File: config.mk
export PLATFORM = sky130hd
export DESIGN_NAME = qn_cell
export DESIGN_NICKNAME = d
export VERILOG_FILES = /design/src/hdl/qn_pkg.sv /design/src/hdl/qn_cell.sv
export SDC_FILE = /design/constraint.sdc
export NUM_CORES = 2
export LEC_CHECK = 0
export BUFFER_PORTS_ARGS = -buffer_cell sky130_fd_sc_hd__buf_2
export CAP_MARGIN = 40
export CORE_AREA = 5 5 527 529
export DETAILED_ROUTE_END_ITERATION = 6
export DIE_AREA = 0 0 532 534
export PLACE_DENSITY = 0.44
export SLEW_MARGIN = 20
export SYNTH_ARGS = -nofsm -noshare
export SYNTH_HDL_FRONTEND = slang
export SYNTH_SLANG_ARGS = --single-unit
File: constraint.sdc
create_clock -name aclk -period 33.1 [get_ports aclk]
set_clock_uncertainty 0.2 [all_clocks]
set_input_delay 4.965 -clock aclk [delete_from_list [all_inputs] [get_ports aclk]]
set_output_delay 4.965 -clock aclk [all_outputs]
set_load 0.01 [all_outputs]
File: src/hdl/qn_pkg.sv
`timescale 1ns / 1ps
// ----------------------------------------------------------------------------
// Quaternion normalizer package
// Shared constants and types for the normalizer pipeline and its cells.
// ----------------------------------------------------------------------------
package qn_pkg;

    // Default input component width.
    localparam int IN_WIDTH_DEF = 18;

    // Output format: 16 bits, 14 fraction bits, +1.0 is OUT_ONE.
    localparam int OUT_FRAC = 14;
    localparam int OUT_W    = 16;
    localparam int NB       = OUT_FRAC + 1;
    localparam logic [OUT_W-1:0] OUT_ONE = OUT_W'(1 << OUT_FRAC);

    // Threshold register.
    localparam int THR_W = 12;
    localparam logic [THR_W-1:0] THR_RESET = THR_W'(1);

    // Axis codes for the snapped result.
    typedef enum logic [1:0] {
        AXIS_X = 2'd0,
        AXIS_Y = 2'd1,
        AXIS_Z = 2'd2,
        AXIS_W = 2'd3
    } axis_t;

    // Per-item side information carried down the cell chain.
    typedef struct packed {
        logic [3:0] neg;
        logic       was_zero;
        logic       snapped;
        axis_t      axis;
        logic       axis_neg;
    } side_t;

endpackage

File: src/hdl/qn_cell.sv
`timescale 1ns / 1ps
// ----------------------------------------------------------------------------
// Quaternion normalizer digit cell
// Decides one bit of each scaled component and hands the residuals on.
// ----------------------------------------------------------------------------
module qn_cell #(
    parameter int SW = 37,
    parameter int DW = 72,
    parameter int K  = 0
) (
    input  logic                        aclk,
    input  logic                        aresetn,
    input  logic                        in_valid,
    output logic                        in_ready,
    input  logic [3:0][DW-1:0]          in_d,
    input  logic [3:0][DW-1:0]          in_p,
    input  logic [3:0][qn_pkg::NB-1:0]  in_n,
    input  logic [SW-1:0]               in_s,
    input  qn_pkg::side_t               in_side,
    output logic                        out_valid,
    input  logic                        out_ready,
    output logic [3:0][DW-1:0]          out_d,
    output logic [3:0][DW-1:0]          out_p,
    output logic [3:0][qn_pkg::NB-1:0]  out_n,
    output logic [SW-1:0]               out_s,
    output qn_pkg::side_t               out_side
);

    logic                       v_reg;
    logic [3:0][DW-1:0]         d_reg, d_next;
    logic [3:0][DW-1:0]         p_reg, p_next;
    logic [3:0][qn_pkg::NB-1:0] n_reg, n_next;
    logic [SW-1:0]              s_reg;
    qn_pkg::side_t              side_reg;
    logic signed [DW-1:0]       trial [4];
    logic [DW-1:0]              sx;

    assign in_ready = ~v_reg | out_ready;
    assign sx = DW'(in_s);

    // Trying n + 2^K adds s * (2^(K+2) * (2n - 1) + 2^(2K+2)) to s * (2n - 1)^2.
    always_comb begin
        for (int i = 0; i < 4; i++) begin
            trial[i] = $signed(in_d[i]) - ($signed(in_p[i]) <<< (K + 2))
                     - $signed(sx << (2 * K + 2));
            if (!trial[i][DW-1]) begin
                d_next[i] = DW'(trial[i]);
                p_next[i] = in_p[i] + (sx << (K + 1));
                n_next[i] = in_n[i] | qn_pkg::NB'(1 << K);
            end else begin
                d_next[i] = in_d[i];
                p_next[i] = in_p[i];
                n_next[i] = in_n[i];
            end
        end
    end

    always_ff @(posedge aclk) begin
        if (!aresetn) begin
            v_reg <= 1'b0;
        end else if (in_ready) begin
            v_reg <= in_valid;
        end
        if (in_ready && in_valid) begin
            d_reg    <= d_next;
            p_reg    <= p_next;
            n_reg    <= n_next;
            s_reg    <= in_s;
            side_reg <= in_side;
        end
    end

    assign out_valid = v_reg;
    assign out_d     = d_reg;
    assign out_p     = p_reg;
    assign out_n     = n_reg;
    assign out_s     = s_reg;
    assign out_side  = side_reg;

endmodule

Word-level counts from Yosys, hierarchy flattened. Cells that the tools add are included.

Register bits after elaboration: 683. Input bits: 686. Output and inout port bits: 684. Word-level logic and storage cells: 50.

Add/subtract/negate cells: 12. Muxes and demuxes: 8. Bitwise logic cells: 2. Reduce and logical (&&, ||, !) cells: 1.

Operators with widths (number): 72-bit by 38-bit adder with 72-bit output (4); 72-bit two-way mux (4); 72-bit by 40-bit subtractor with 72-bit output (4); 72-bit subtractor (4); 71-bit two-way mux (4); 1-bit logical AND (1); 1-bit inverter (1); 1-bit OR (1).

Logic depth before layout (Yosys ltp).
Depth after elaboration: 3. Gate-level depth with buffers: 19.

Worst setup path before layout. No wires, ideal clock.

Kind: input port to flip-flop. Start point: in out_ready. End point: reg d_reg, in the netlist out_d[0] (enable). Arrival: 20.584 ns. Required time: 31.758 ns. Path slack: 11.174 ns. Stages: 2. Buffers on the path: 0. Cell sequence: nand2b_1 -> and2_1.

Longest elaborated chain between the ends: 2.

Ends and longest elaborated chain: start, declared (RTL line qn_cell.sv:21) `input logic out_ready,`; 1-bit OR (RTL line qn_cell.sv:38) `assign in_ready = ~v_reg | out_ready;`; 1-bit logical AND (RTL line qn_cell.sv:64) `if (in_ready && in_valid) begin`; end signal, assigned (RTL line qn_cell.sv:65) `d_reg <= d_next;`; end, declared (RTL line qn_cell.sv:30) `logic [3:0][DW-1:0] d_reg, d_next;`.

No other way between the ends. A chain may end at the register's enable or synchronous reset.

==> results.tsv <==
metric	value	unit
avgSynthCellArea	9.13	µm²
required	33.36	ns
hold_viol	0	
worstMarginPinSlew	1.11	ns
finalInstanceArea	72700	µm²
clkSinkCount	683	
grt_pass1_vias	54104	
mostFrequentLayoutCell	buf_2	
synthCells	6342	
core.rowCount	192	
cp-end-kind	flop	
fmax	87.5	MHz
mappedNetlistArea	57900	µm²
rsz0062_at_grt	no	
tns	0	ns
hold_buffers	0	
dr.pass1.iters	6	
wl_per_cell	29.8	µm
initialDrtViolationCount	3520	
dp_hpwl	291000	µm
maxUsedRoutingLayer	met5	
route.met2.wl	153000	µm
clk_path_buf_depth	3	
area_growth	25.5	%
p_per_area	56.0	nW/µm²
grt_max_degree	157	
routed_via_density	4.73	
slew_viol_final	0	
synth_nets	7740	
dieArea	284000	µm²
grt_first_pass_wirelength	455000	µm
peakVddDrop	0.0000370	V
placed_area	69200	µm²
yosysSeqAreaShare	35.4	%
post-route-min-period	11.43	ns
drive_gt1_share	22.0	%
reg2reg_from	out_valid	
io_buffers	1369	
yosysUniqueCellTypes	94	
synthFlopType	edfxtp_1	
tritoncts	done	
root_buffer	clkbuf_16	
yosys_warnings	0	
critical_path.startpoint	in_s[1]	
die_w	532	µm
core	272000	µm²
synthArstFlopShare	0	%
fin_crit_sh	34.5	%
arrival	11.70	ns
crit_path_end	out_p[146]	
antenna_found_initial	200	
crit_top_cell	buf_4	
r2r_cells	8	
ant_nets	0	
final_cell_mix	buf_2, nand2_1, inv_1	
io_pins	1370	
grt_usage	23.0	%
crit_chain	buf_2 -> inv_1 -> fa_1 -> ha_1 -> o211ai_1 -> a21oi_1 -> o211ai_1 -> a311oi_1 -> a221oi_2 -> buf_4 -> a2111oi_0 -> nor3_1 -> xnor2_4 -> buf_4 -> buf_4 -> buf_4 -> mux2_2	
clk-insertion-delay-late	0.72	ns
drc	0	
start_kind	input port	
max_cap_violations	0	
met3WireLength	32600	µm
crit_type	in -> reg	
setup_viol	0	
vias	53998	
cts_resized	0	
reg2reg_slack	28.63	ns
hold_depth	2	
gr-total-overflow	0	
die_h	534	µm
htreeDepth	3	
start_util	21.3	%
wl	341000	µm
min_path_type	reg -> reg	
p_leak	32.1	nW
numCtsBuffers	96	
critPathSlowestCell	a311oi_1	
r2r-end	out_p[182]	
crit_path_max_incr_delay	0.84	ns
synth-edff-count	682	
status	complete, no violations	
crit_fanout	69	
clk_pin_slew	0.06	ns
ys_ff_latch	683	
gp_congestion	0.931	
finalPower	4.07	mW
m1WireLength	135000	µm
fin_nets	9070	
relSlewSlack	25.9	%
post_cts.repair.setup_buffers	0	
-- routing by layer --
layer	vias to the layer above	GRT usage [%]
met2	2021	36.8
met1	26019	26.8
met3	578	8.85
met5	-	0
li1	25308	-
met4	72	11.7
-- how the worst min path moves through the flow --
stage / startpoint / to / slack (ns)
after detailed placement: out_valid / out_valid / 0.35
after CTS: out_valid / out_valid / 0.37
after global placement: out_valid / out_valid / 0.35
final: out_valid / out_valid / 0.37
after floorplan: out_valid / out_valid / 0.41
after global routing: out_valid / out_valid / 0.40
-- metrics by stage --
stage | worst slack (ns) | hold slack (ns) | std cells | utilization [%]
after floorplan | 11.17 | 0.410 | 6342 | -
after global placement | 20.53 | 0.346 | 11127 | 25.2
after detailed placement | 20.55 | 0.352 | 11158 | 25.4
after CTS | 21.33 | 0.372 | 11331 | 26.6
after global routing | 21.45 | 0.403 | 11417 | 26.7
final | 21.67 | 0.366 | 11428 | 26.7
-- cells by family (layout without fill, tap and decap cells) --
kind of cell,count (synthesis),in the layout,synth area share (%)
buf+inv,929,2334,6.28
other cells,0,92,0
xor+xnor,534,534,8.09
fa+ha+maj,712,712,17.4
simple gates,1665,1665,13.5
compound gates,1799,1799,19.0
flops,683,683,35.4
mux,20,20,0.385
-- registers in the layout, indices dropped and copies added (netlist names) --
| register | cells |
|---|---|
| out_d | 288 |
| out_p | 288 |
| out_n | 60 |
| out_s | 37 |
| out_side | 9 |
| out_valid | 1 |
-- synthesized netlist by cell type, drive strengths merged (82+ instances only) --
library cell    n  area (µm²)
nand2         709        2660
inv           694        2610
edfxtp        682       20500
o21ai         587        2940
ha            560        7010
a21oi         525        2650
nor2          306        1150
xnor2         298        2620
xor2          236        2070
a21o          235        1760
clkbuf        155         582
fa            152        3040
nand3         126         636
nand4         126         788
nor3           94         556
o21bai         82         616
-- power by group --
| group | leakage, nW | total [mW] | switching [mW] | internal [mW] |
|---|---|---|---|---|
| sequential | 6.64 | 1.21 | 0.0553 | 1.16 |
| combinational | 24.0 | 1.77 | 1.18 | 0.584 |
| clock | 1.51 | 1.09 | 0.468 | 0.621 |
| total | 32.1 | 4.07 | 1.70 | 2.36 |
-- worst max-delay path, delay by kind of cell --
kind	cells	cell delay, ns
AO/OA/AOI/OAI	6	2.53
buffers and inverters	6	2.39
adder cells (fa/ha/maj)	2	0.83
multiplexers	1	0.41
XOR/XNOR	1	0.22
AND/OR/NAND/NOR	1	0.19
-- cell type report --
class | count | area (µm²)
Clock inverter | 66 | 642
Timing Repair Buffer | 1467 | 7850
Inverter | 694 | 2610
Fill cell | 29651 | 200000
Tap cell | 3589 | 4490
Clock buffer | 107 | 2510
Sequential cell | 683 | 20500
Multi-Input combinational cell | 4730 | 33800
Antenna cell | 92 | 230
No activity file was read; power rests on OpenSTA's default activity.
