### src/hdl/qn_pkg.sv
`timescale 1ns / 1ps
// ----------------------------------------------------------------------------
// Quaternion normalizer package
// Shared constants and types for the normalizer pipeline and its cells.
// ----------------------------------------------------------------------------
package qn_pkg;

    // Default input component width.
    localparam int IN_WIDTH_DEF = 18;

    // Output format: 16 bits, 14 fraction bits, +1.0 is OUT_ONE.
    localparam int OUT_FRAC = 14;
    localparam int OUT_W    = 16;
    localparam int NB       = OUT_FRAC + 1;
    localparam logic [OUT_W-1:0] OUT_ONE = OUT_W'(1 << OUT_FRAC);

    // Threshold register.
    localparam int THR_W = 12;
    localparam logic [THR_W-1:0] THR_RESET = THR_W'(1);

    // Axis codes for the snapped result.
    typedef enum logic [1:0] {
        AXIS_X = 2'd0,
        AXIS_Y = 2'd1,
        AXIS_Z = 2'd2,
        AXIS_W = 2'd3
    } axis_t;

    // Per-item side information carried down the cell chain.
    typedef struct packed {
        logic [3:0] neg;
        logic       was_zero;
        logic       snapped;
        axis_t      axis;
        logic       axis_neg;
    } side_t;

endpackage

### src/hdl/qn_front.sv
`timescale 1ns / 1ps
// ----------------------------------------------------------------------------
// Quaternion normalizer front end
// Squares the components, sums them, resolves the special cases and seeds
// the residuals for the digit cells. Three pipeline stages.
// ----------------------------------------------------------------------------
module qn_front #(
    parameter int IN_WIDTH = qn_pkg::IN_WIDTH_DEF,
    parameter int SW       = 2 * IN_WIDTH + 1,
    parameter int DW       = 2 * IN_WIDTH + 2 * qn_pkg::OUT_FRAC + 8
) (
    input  logic                      aclk,
    input  logic                      aresetn,
    input  logic [qn_pkg::THR_W-1:0]  thr,
    input  logic                      in_valid,
    output logic                      in_ready,
    input  logic [4*IN_WIDTH-1:0]     in_q,
    output logic                      out_valid,
    input  logic                      out_ready,
    output logic [3:0][DW-1:0]        out_d,
    output logic [3:0][DW-1:0]        out_p,
    output logic [SW-1:0]             out_s,
    output qn_pkg::side_t             out_side
);

    localparam int QW = 2 * IN_WIDTH;

    logic signed [IN_WIDTH-1:0] q_in [4];
    logic [IN_WIDTH-1:0]        mag_in [4];
    logic                       small_in;

    logic                       va_reg;
    logic signed [IN_WIDTH-1:0] qa_reg [4];
    logic [QW-1:0]              sqa_reg [4];
    logic                       smalla_reg;

    logic                       vb_reg;
    logic [QW-1:0]              sqb_reg [4];
    logic [SW-1:0]              sb_reg;
    qn_pkg::side_t              sideb_reg;

    logic                       vc_reg;
    logic [3:0][DW-1:0]         dc_reg;
    logic [3:0][DW-1:0]         pc_reg;
    logic [SW-1:0]              sc_reg;
    qn_pkg::side_t              sidec_reg;

    logic                       rdy_a, rdy_b, rdy_c;
    logic [SW-1:0]              s_sum;
    logic [2*qn_pkg::THR_W-1:0] tsq;
    qn_pkg::side_t              side_b_next;
    logic signed [IN_WIDTH-1:0] x, y, z, w;

    // Stage handshakes: a stage loads when it is empty or drains.
    assign rdy_c    = ~vc_reg | out_ready;
    assign rdy_b    = ~vb_reg | rdy_c;
    assign rdy_a    = ~va_reg | rdy_b;
    assign in_ready = rdy_a;

    // Unpack the components and take magnitudes.
    always_comb begin
        small_in = 1'b1;
        for (int i = 0; i < 4; i++) begin
            q_in[i]   = $signed(in_q[i*IN_WIDTH +: IN_WIDTH]);
            mag_in[i] = q_in[i][IN_WIDTH-1] ? IN_WIDTH'(-q_in[i]) : IN_WIDTH'(q_in[i]);
            if (mag_in[i] > {{(IN_WIDTH-qn_pkg::THR_W){1'b0}}, thr}) begin
                small_in = 1'b0;
            end
        end
    end

    // Stage A: register components, squares and the near-zero flag.
    always_ff @(posedge aclk) begin
        if (!aresetn) begin
            va_reg <= 1'b0;
        end else if (rdy_a) begin
            va_reg <= in_valid;
        end
        if (rdy_a && in_valid) begin
            for (int i = 0; i < 4; i++) begin
                qa_reg[i]  <= q_in[i];
                sqa_reg[i] <= QW'(mag_in[i]) * QW'(mag_in[i]);
            end
            smalla_reg <= small_in;
        end
    end

    // Sum of squares, threshold square and axis selection for a snap.
    assign x = qa_reg[0];
    assign y = qa_reg[1];
    assign z = qa_reg[2];
    assign w = qa_reg[3];
    assign tsq = (2*qn_pkg::THR_W)'(thr) * (2*qn_pkg::THR_W)'(thr);

    always_comb begin
        s_sum = SW'(sqa_reg[0]) + SW'(sqa_reg[1]) + SW'(sqa_reg[2]) + SW'(sqa_reg[3]);
        side_b_next.neg      = {w[IN_WIDTH-1], z[IN_WIDTH-1], y[IN_WIDTH-1], x[IN_WIDTH-1]};
        side_b_next.was_zero = smalla_reg;
        side_b_next.snapped  = ~smalla_reg && (s_sum <= SW'(tsq));
        if (x >= y && x >= z && x >= w && !x[IN_WIDTH-1]) begin
            side_b_next.axis = qn_pkg::AXIS_X;
            side_b_next.axis_neg = 1'b0;
        end else if (x <= y && x <= z && x <= w && x <= 0) begin
            side_b_next.axis = qn_pkg::AXIS_X;
            side_b_next.axis_neg = 1'b1;
        end else if (y >= z && y >= w && !y[IN_WIDTH-1]) begin
            side_b_next.axis = qn_pkg::AXIS_Y;
            side_b_next.axis_neg = 1'b0;
        end else if (y <= z && y <= w && y <= 0) begin
            side_b_next.axis = qn_pkg::AXIS_Y;
            side_b_next.axis_neg = 1'b1;
        end else if (z >= w && !z[IN_WIDTH-1]) begin
            side_b_next.axis = qn_pkg::AXIS_Z;
            side_b_next.axis_neg = 1'b0;
        end else if (z <= w && z <= 0) begin
            side_b_next.axis = qn_pkg::AXIS_Z;
            side_b_next.axis_neg = 1'b1;
        end else begin
            side_b_next.axis = qn_pkg::AXIS_W;
            side_b_next.axis_neg = w[IN_WIDTH-1];
        end
    end

    // Stage B: register the sum and the case flags.
    always_ff @(posedge aclk) begin
        if (!aresetn) begin
            vb_reg <= 1'b0;
        end else if (rdy_b) begin
            vb_reg <= va_reg;
        end
        if (rdy_b && va_reg) begin
            sqb_reg   <= sqa_reg;
            sb_reg    <= s_sum;
            sideb_reg <= side_b_next;
        end
    end

    // Stage C: seed residual R - s and running product -s for digit n = 0.
    always_ff @(posedge aclk) begin
        if (!aresetn) begin
            vc_reg <= 1'b0;
        end else if (rdy_c) begin
            vc_reg <= vb_reg;
        end
        if (rdy_c && vb_reg) begin
            for (int i = 0; i < 4; i++) begin
                dc_reg[i] <= (DW'(sqb_reg[i]) << (2 * qn_pkg::NB)) - DW'(sb_reg);
                pc_reg[i] <= DW'(0) - DW'(sb_reg);
            end
            sc_reg    <= sb_reg;
            sidec_reg <= sideb_reg;
        end
    end

    assign out_valid = vc_reg;
    assign out_d     = dc_reg;
    assign out_p     = pc_reg;
    assign out_s     = sc_reg;
    assign out_side  = sidec_reg;

endmodule

### config.mk
export PLATFORM = sky130hd
export DESIGN_NAME = qn_front
export DESIGN_NICKNAME = d
export VERILOG_FILES = /design/src/hdl/qn_pkg.sv /design/src/hdl/qn_front.sv
export SDC_FILE = /design/constraint.sdc
export NUM_CORES = 2
export LEC_CHECK = 0
export CAP_MARGIN = 20
export CORE_UTILIZATION = 65
export CTS_CLUSTER_DIAMETER = 40
export DETAILED_ROUTE_END_ITERATION = 8
export DONT_BUFFER_PORTS = 1
export GPL_TIMING_DRIVEN = 0
export PLACE_DENSITY = 0.81
export SLEW_MARGIN = 5
export SYNTH_ARGS = -nofsm -noshare
export SYNTH_HDL_FRONTEND = slang
export SYNTH_SLANG_ARGS = --single-unit
### constraint.sdc
create_clock -name aclk -period 20.9 [get_ports aclk]
set_input_delay 0 -clock aclk [delete_from_list [all_inputs] [get_ports aclk]]
set_output_delay 0 -clock aclk [all_outputs]
set_load 0.05 [all_outputs]
======== Word level (Yosys, flattened, before mapping) ========
Memories as Yosys holds them, arrays and structs flattened.
Cells that the tools add are included.
operators by class
  $add $sub $neg .......................... 12
  $mul .................................... 5
  bitwise operators ....................... 7
  reductions and logical operators ........ 22
  mux-type cells .......................... 12
  order comparisons ....................... 20
operators with widths
  cell                                                                    number
  66-bit by 37-bit subtractor with 67-bit output                          4
  18-bit by 18-bit multiplier with 36-bit output                          4
  18-bit greater-or-equal comparator                                      6
  18-bit <= comparator                                                    6
  37-bit by 36-bit adder with 37-bit output                               2
  18-bit by 12-bit > comparator with 1-bit output                         4
  18-bit 2-to-1 mux                                                       4
  18-bit negator                                                          4
  18-bit by 1-bit <= comparator with 1-bit output, second input constant  3
  1-bit by 37-bit subtractor with 38-bit output, first input constant     1
  36-bit by 36-bit adder with 37-bit output                               1
  37-bit by 24-bit <= comparator with 1-bit output                        1
  12-bit by 12-bit multiplier with 24-bit output                          1
  1-bit logical AND                                                       16
  2-bit 2-to-1 mux                                                        4
  1-bit 2-to-1 mux                                                        4
  1-bit NOT                                                               4
  4-bit OR reduction                                                      1
  1-bit zero test                                                         3
  1-bit OR                                                                3
  3-bit OR reduction                                                      1
  2-bit OR reduction                                                      1
word-level totals
  memories kept ........................... 1
  RAM bits ................................ 72
  output and inout bits ................... 624
  word-level logic and storage cells ...... 109
  register bits after elaboration ......... 744
  input bits .............................. 88
memories
  memory  depth  width  rd ports  clocked after memory_dff  write ports  RTL line        RTL
  qa_reg  4      18     4         0                         4            qn_front.sv:33  logic signed [IN_WIDTH-1:0] qa_reg [4];

======== Longest topological paths before layout ========
An unclocked memory read counts as a cell.
  word-level depth ........................ 8
  gate-level depth with buffers ........... 33
  depth with buffers taken out ............ 32

======== Least setup slack after synthesis ========
OpenSTA, ideal clock, no wires.
  kind .................................... register to register
  from .................................... reg vc_reg (netlist: out_valid)
  to ...................................... reg sb_reg[0], enable pin
  buffers on the path ..................... 0
  data arrival time ....................... 14.137 ns
  clock period less this slack ............ 15.154 ns
  cell stages (with the launch flop) ...... 3
  data required time ...................... 19.884 ns
  setup time .............................. 1.016 ns
  slack ................................... 5.746 ns
  cell sequence ........................... dfxtp_1 -> nor2b_1 -> a21boi_0
on the way
  word-level cells in the longest chain between the ends .. 4
RTL lines
  item                    RTL line         RTL
  start, declared         qn_front.sv:42   logic vc_reg;
  start signal, assigned  qn_front.sv:143  vc_reg <= vb_reg;
  1-bit NOT               qn_front.sv:55   assign rdy_c = ~vc_reg | out_ready;
  1-bit OR                qn_front.sv:55
  1-bit OR                qn_front.sv:56   assign rdy_b = ~vb_reg | rdy_c;
  1-bit logical AND       qn_front.sv:131  if (rdy_b && va_reg) begin
  end signal, assigned    qn_front.sv:133  sb_reg <= s_sum;
  end, declared           qn_front.sv:39   logic [SW-1:0] sb_reg;
No other way between the ends.
A chain may end at the register's enable or synchronous reset.

======== Worst setup path in the final report ========
  from .................................... in in_q[0]
  to ...................................... reg sqa_reg[137] (netlist bit) (data pin)
on the way
  word-level cells in the longest chain between the ends .. 3
RTL lines
  item                                                RTL line        RTL
  start, declared                                     qn_front.sv:17  input logic [4*IN_WIDTH-1:0] in_q,
  18-bit negator                                      qn_front.sv:65  mag_in[i] = q_in[i][IN_WIDTH-1] ? IN_WIDTH'(-q_in[i]) : IN_WIDTH'(q_in[i]);
  18-bit 2-to-1 mux (*)                               qn_front.sv:65
  18-bit by 18-bit multiplier with 36-bit output (*)  qn_front.sv:82  sqa_reg[i] <= QW'(mag_in[i]) * QW'(mag_in[i]);
  end signal, assigned by index                       qn_front.sv:82
  end, declared                                       qn_front.sv:34  logic [QW-1:0] sqa_reg [4];
Mark *: on every way between the ends. The rest lies on a longest branch, timed or not.

==> impl_metrics.toml <==
[clocking]
clock-sinks = 629
cts-buffers-inserted = 92
clk_latency_ns = 0.72
htree_levels = 3
cts_root_buf = "clkbuf_16"
path_clk_slew_ns = 0.06
clock_path_buffers = 3
cts_tree = "done"
cts_resized = 0
post-cts-setup-buffer-count = 0
hold_buffers = 117

[yosys]
netlist-cell-type-count = 96
yosysSeqAreaShare_pct = 25.70
avgSynthCellArea_um2 = 10.27
yosysWarnings = 0
dominantRegCellSynth = "edfxtp_1"
synth_edf_count = 626
ys_ff_latch = 629
synth_area_um2 = 73390
syn-instance-count = 7143
async_flop_share_pct = 0

[setup_path]
slowest_stage = "xor2_1"
crit_path_start_kind = "input port"
path_max_fanout = 11
worst_path_dominant_cell_family = "adder cells"
required_ns = 21.34
critPathKind = "in -> reg"
cpMostUsedCell = "fa_1"
critPathCaptureType = "register"
worst-path-buf-inv = 8
critPathArrivalTime_ns = 9.61
cp_slowest_stage_delay_ns = 0.87

[floorplan]
rows = 122
die-area_um2 = 114300
core_um2 = 111300
die_h_um = 338.0
initial_core_util_pct = 65.95
num_io_pins = 712
die_w_um = 338.0

[place]
hpwl_mm = 181.0
place_area_um2 = 76300
gp_congestion = 1.036
portBuffers = 0
place_inst = 8723

[sta]
setup_viol = 0
max_freq_mhz = 109.1
finalCriticalPeriod_ns = 9.170
worst_pin_slew_ns = 1.256
skew_ns = 0.06710
period_share_pct = 43.87
holdWs_ns = -0.002441
hold_viol = 1
drv_slew = 0
rsz0062_at_grt = "no"
relSlewSlack_pct = 15.95

[cells_and_area]
largest_register_ffs = 178
final_area_um2 = 80820
final_common_cell = "inv_1"
drive_gt1_share_pct = 8.799
fillCellCount = 7676
layout_common_cells = "inv_1 (1528), fa_1 (1023), ha_1 (733), edfxtp_1 (626), nor2_1 (528)"
area_delta_synth_final_pct = 10.13
fin_nets = 9302
final_cell_count_no_fill = 9034

[detailed_routing]
drc = 0
drt_iter0_markers = 5186
drt-pass1-iter-count = 8
wl_mm = 223.5
vias_per_cell = 5.945
via_count = 53710
ant_nets = 0
wl_per_cell_um = 24.74

[run_status]
status = "finished, violations left"
violations = "hold timing"

[global_routing]
grt_pass1_vias = 55220
grt_pass1_wl_mm = 329.6
antenna_found_initial = 24
track_usage_pct = 39.71
grt_max_degree = 37
overflow = 0

[min_path]
hold_class = "in -> reg"

[flow_run]
maxCapViolCount = 0
[stage by stage]
stage | TNS [ns] | hold WS, ns | utilization [%] | setup WS, ns
2_1_floorplan | 0 | 0.09887 | - | 5.746
3_3_place_gp | -98.50 | 0.09895 | 67.79 | -0.5978
3_5_place_dp | 0 | 0.09896 | 68.56 | 11.41
4_1_cts | 0 | 0.0004429 | 72.52 | 11.65
5_1_grt | 0 | 0.01372 | 72.60 | 11.33
6_report | 0 | -0.002441 | 72.63 | 11.73
[kinds of logic (layout without fill, tap and decap cells)]
group	Yosys count	in the layout	share of synthesized area (%)
buf+inv	2041	2383	12.45
flops	629	629	25.70
simple gates	1541	1541	9.723
xor+xnor	413	413	4.970
compound gates	757	757	6.685
mux	4	4	0.05797
fa+ha+maj	1756	1756	40.40
other cells	2	63	0.01023
[synth_stat cells (all sizes together), types with 67 or more instances]
cell / count / area share, %
xor2: 169 / 2.0
xnor2: 244 / 2.9
fa: 1023 / 28
clkbuf: 77 / 0.39
a21o: 146 / 1.5
nand4: 67 / 0.57
nand2: 481 / 2.5
o21ai: 130 / 0.89
nor3: 88 / 0.60
buf: 397 / 4.0
a21oi: 238 / 1.6
nor2: 529 / 2.7
ha: 733 / 12
inv: 1536 / 7.9
edfxtp: 626 / 26
[per-layer routing]
layer  vias to the layer above  global-route usage (%)  wire (um)
met5                         -                       0        157
met2                      3321                   60.68      98440
met1                     26330                   47.33      77310
met3                       880                   11.64      26500
met4                        22                   30.90      21140
li1                      23150                       -          -
[worst min-delay path, stage by stage]
cell and delay [ns]:
xor2_1 0.09, buf_4 0.20, nor2_1 0.15, ha_1 0.15
[worst paths after layout]
kind | from | to | slack, ns | cells after the start
setup / recovery | in_q[0] | sqa_reg[137]$_DFFE_PP_ | 11.73 | 29
hold / removal | in_q[57] | sqa_reg[3]$_DFFE_PP_ | -0.002 | 4
setup reg to reg | sqa_reg[36]$_DFFE_PP_ | sideb_reg[3]$_DFFE_PP_ | 13.70 | 25
hold reg to reg | sideb_reg[4]$_DFFE_PP_ | out_side[4]$_DFFE_PP_ | 0.42 | 0
[area by class of cell]
cell class | instances | area [um^2] | share of cell area [%]
diodes | 11 | 27.53 | 0.03406
inverters | 1567 | 5882 | 7.278
plain buffers | 474 | 3258 | 4.031
repair buffers | 171 | 2058 | 2.547
clock inverters | 65 | 872.1 | 1.079
clock buffers | 106 | 2355 | 2.914
multi-input cells | 4523 | 45650 | 56.48
flip-flops and latches | 629 | 18860 | 23.33
well taps | 1488 | 1862 | 2.304
Power is not shown: default switching activity piles up to over one toggle a cycle in this logic, so the estimate is an artifact.
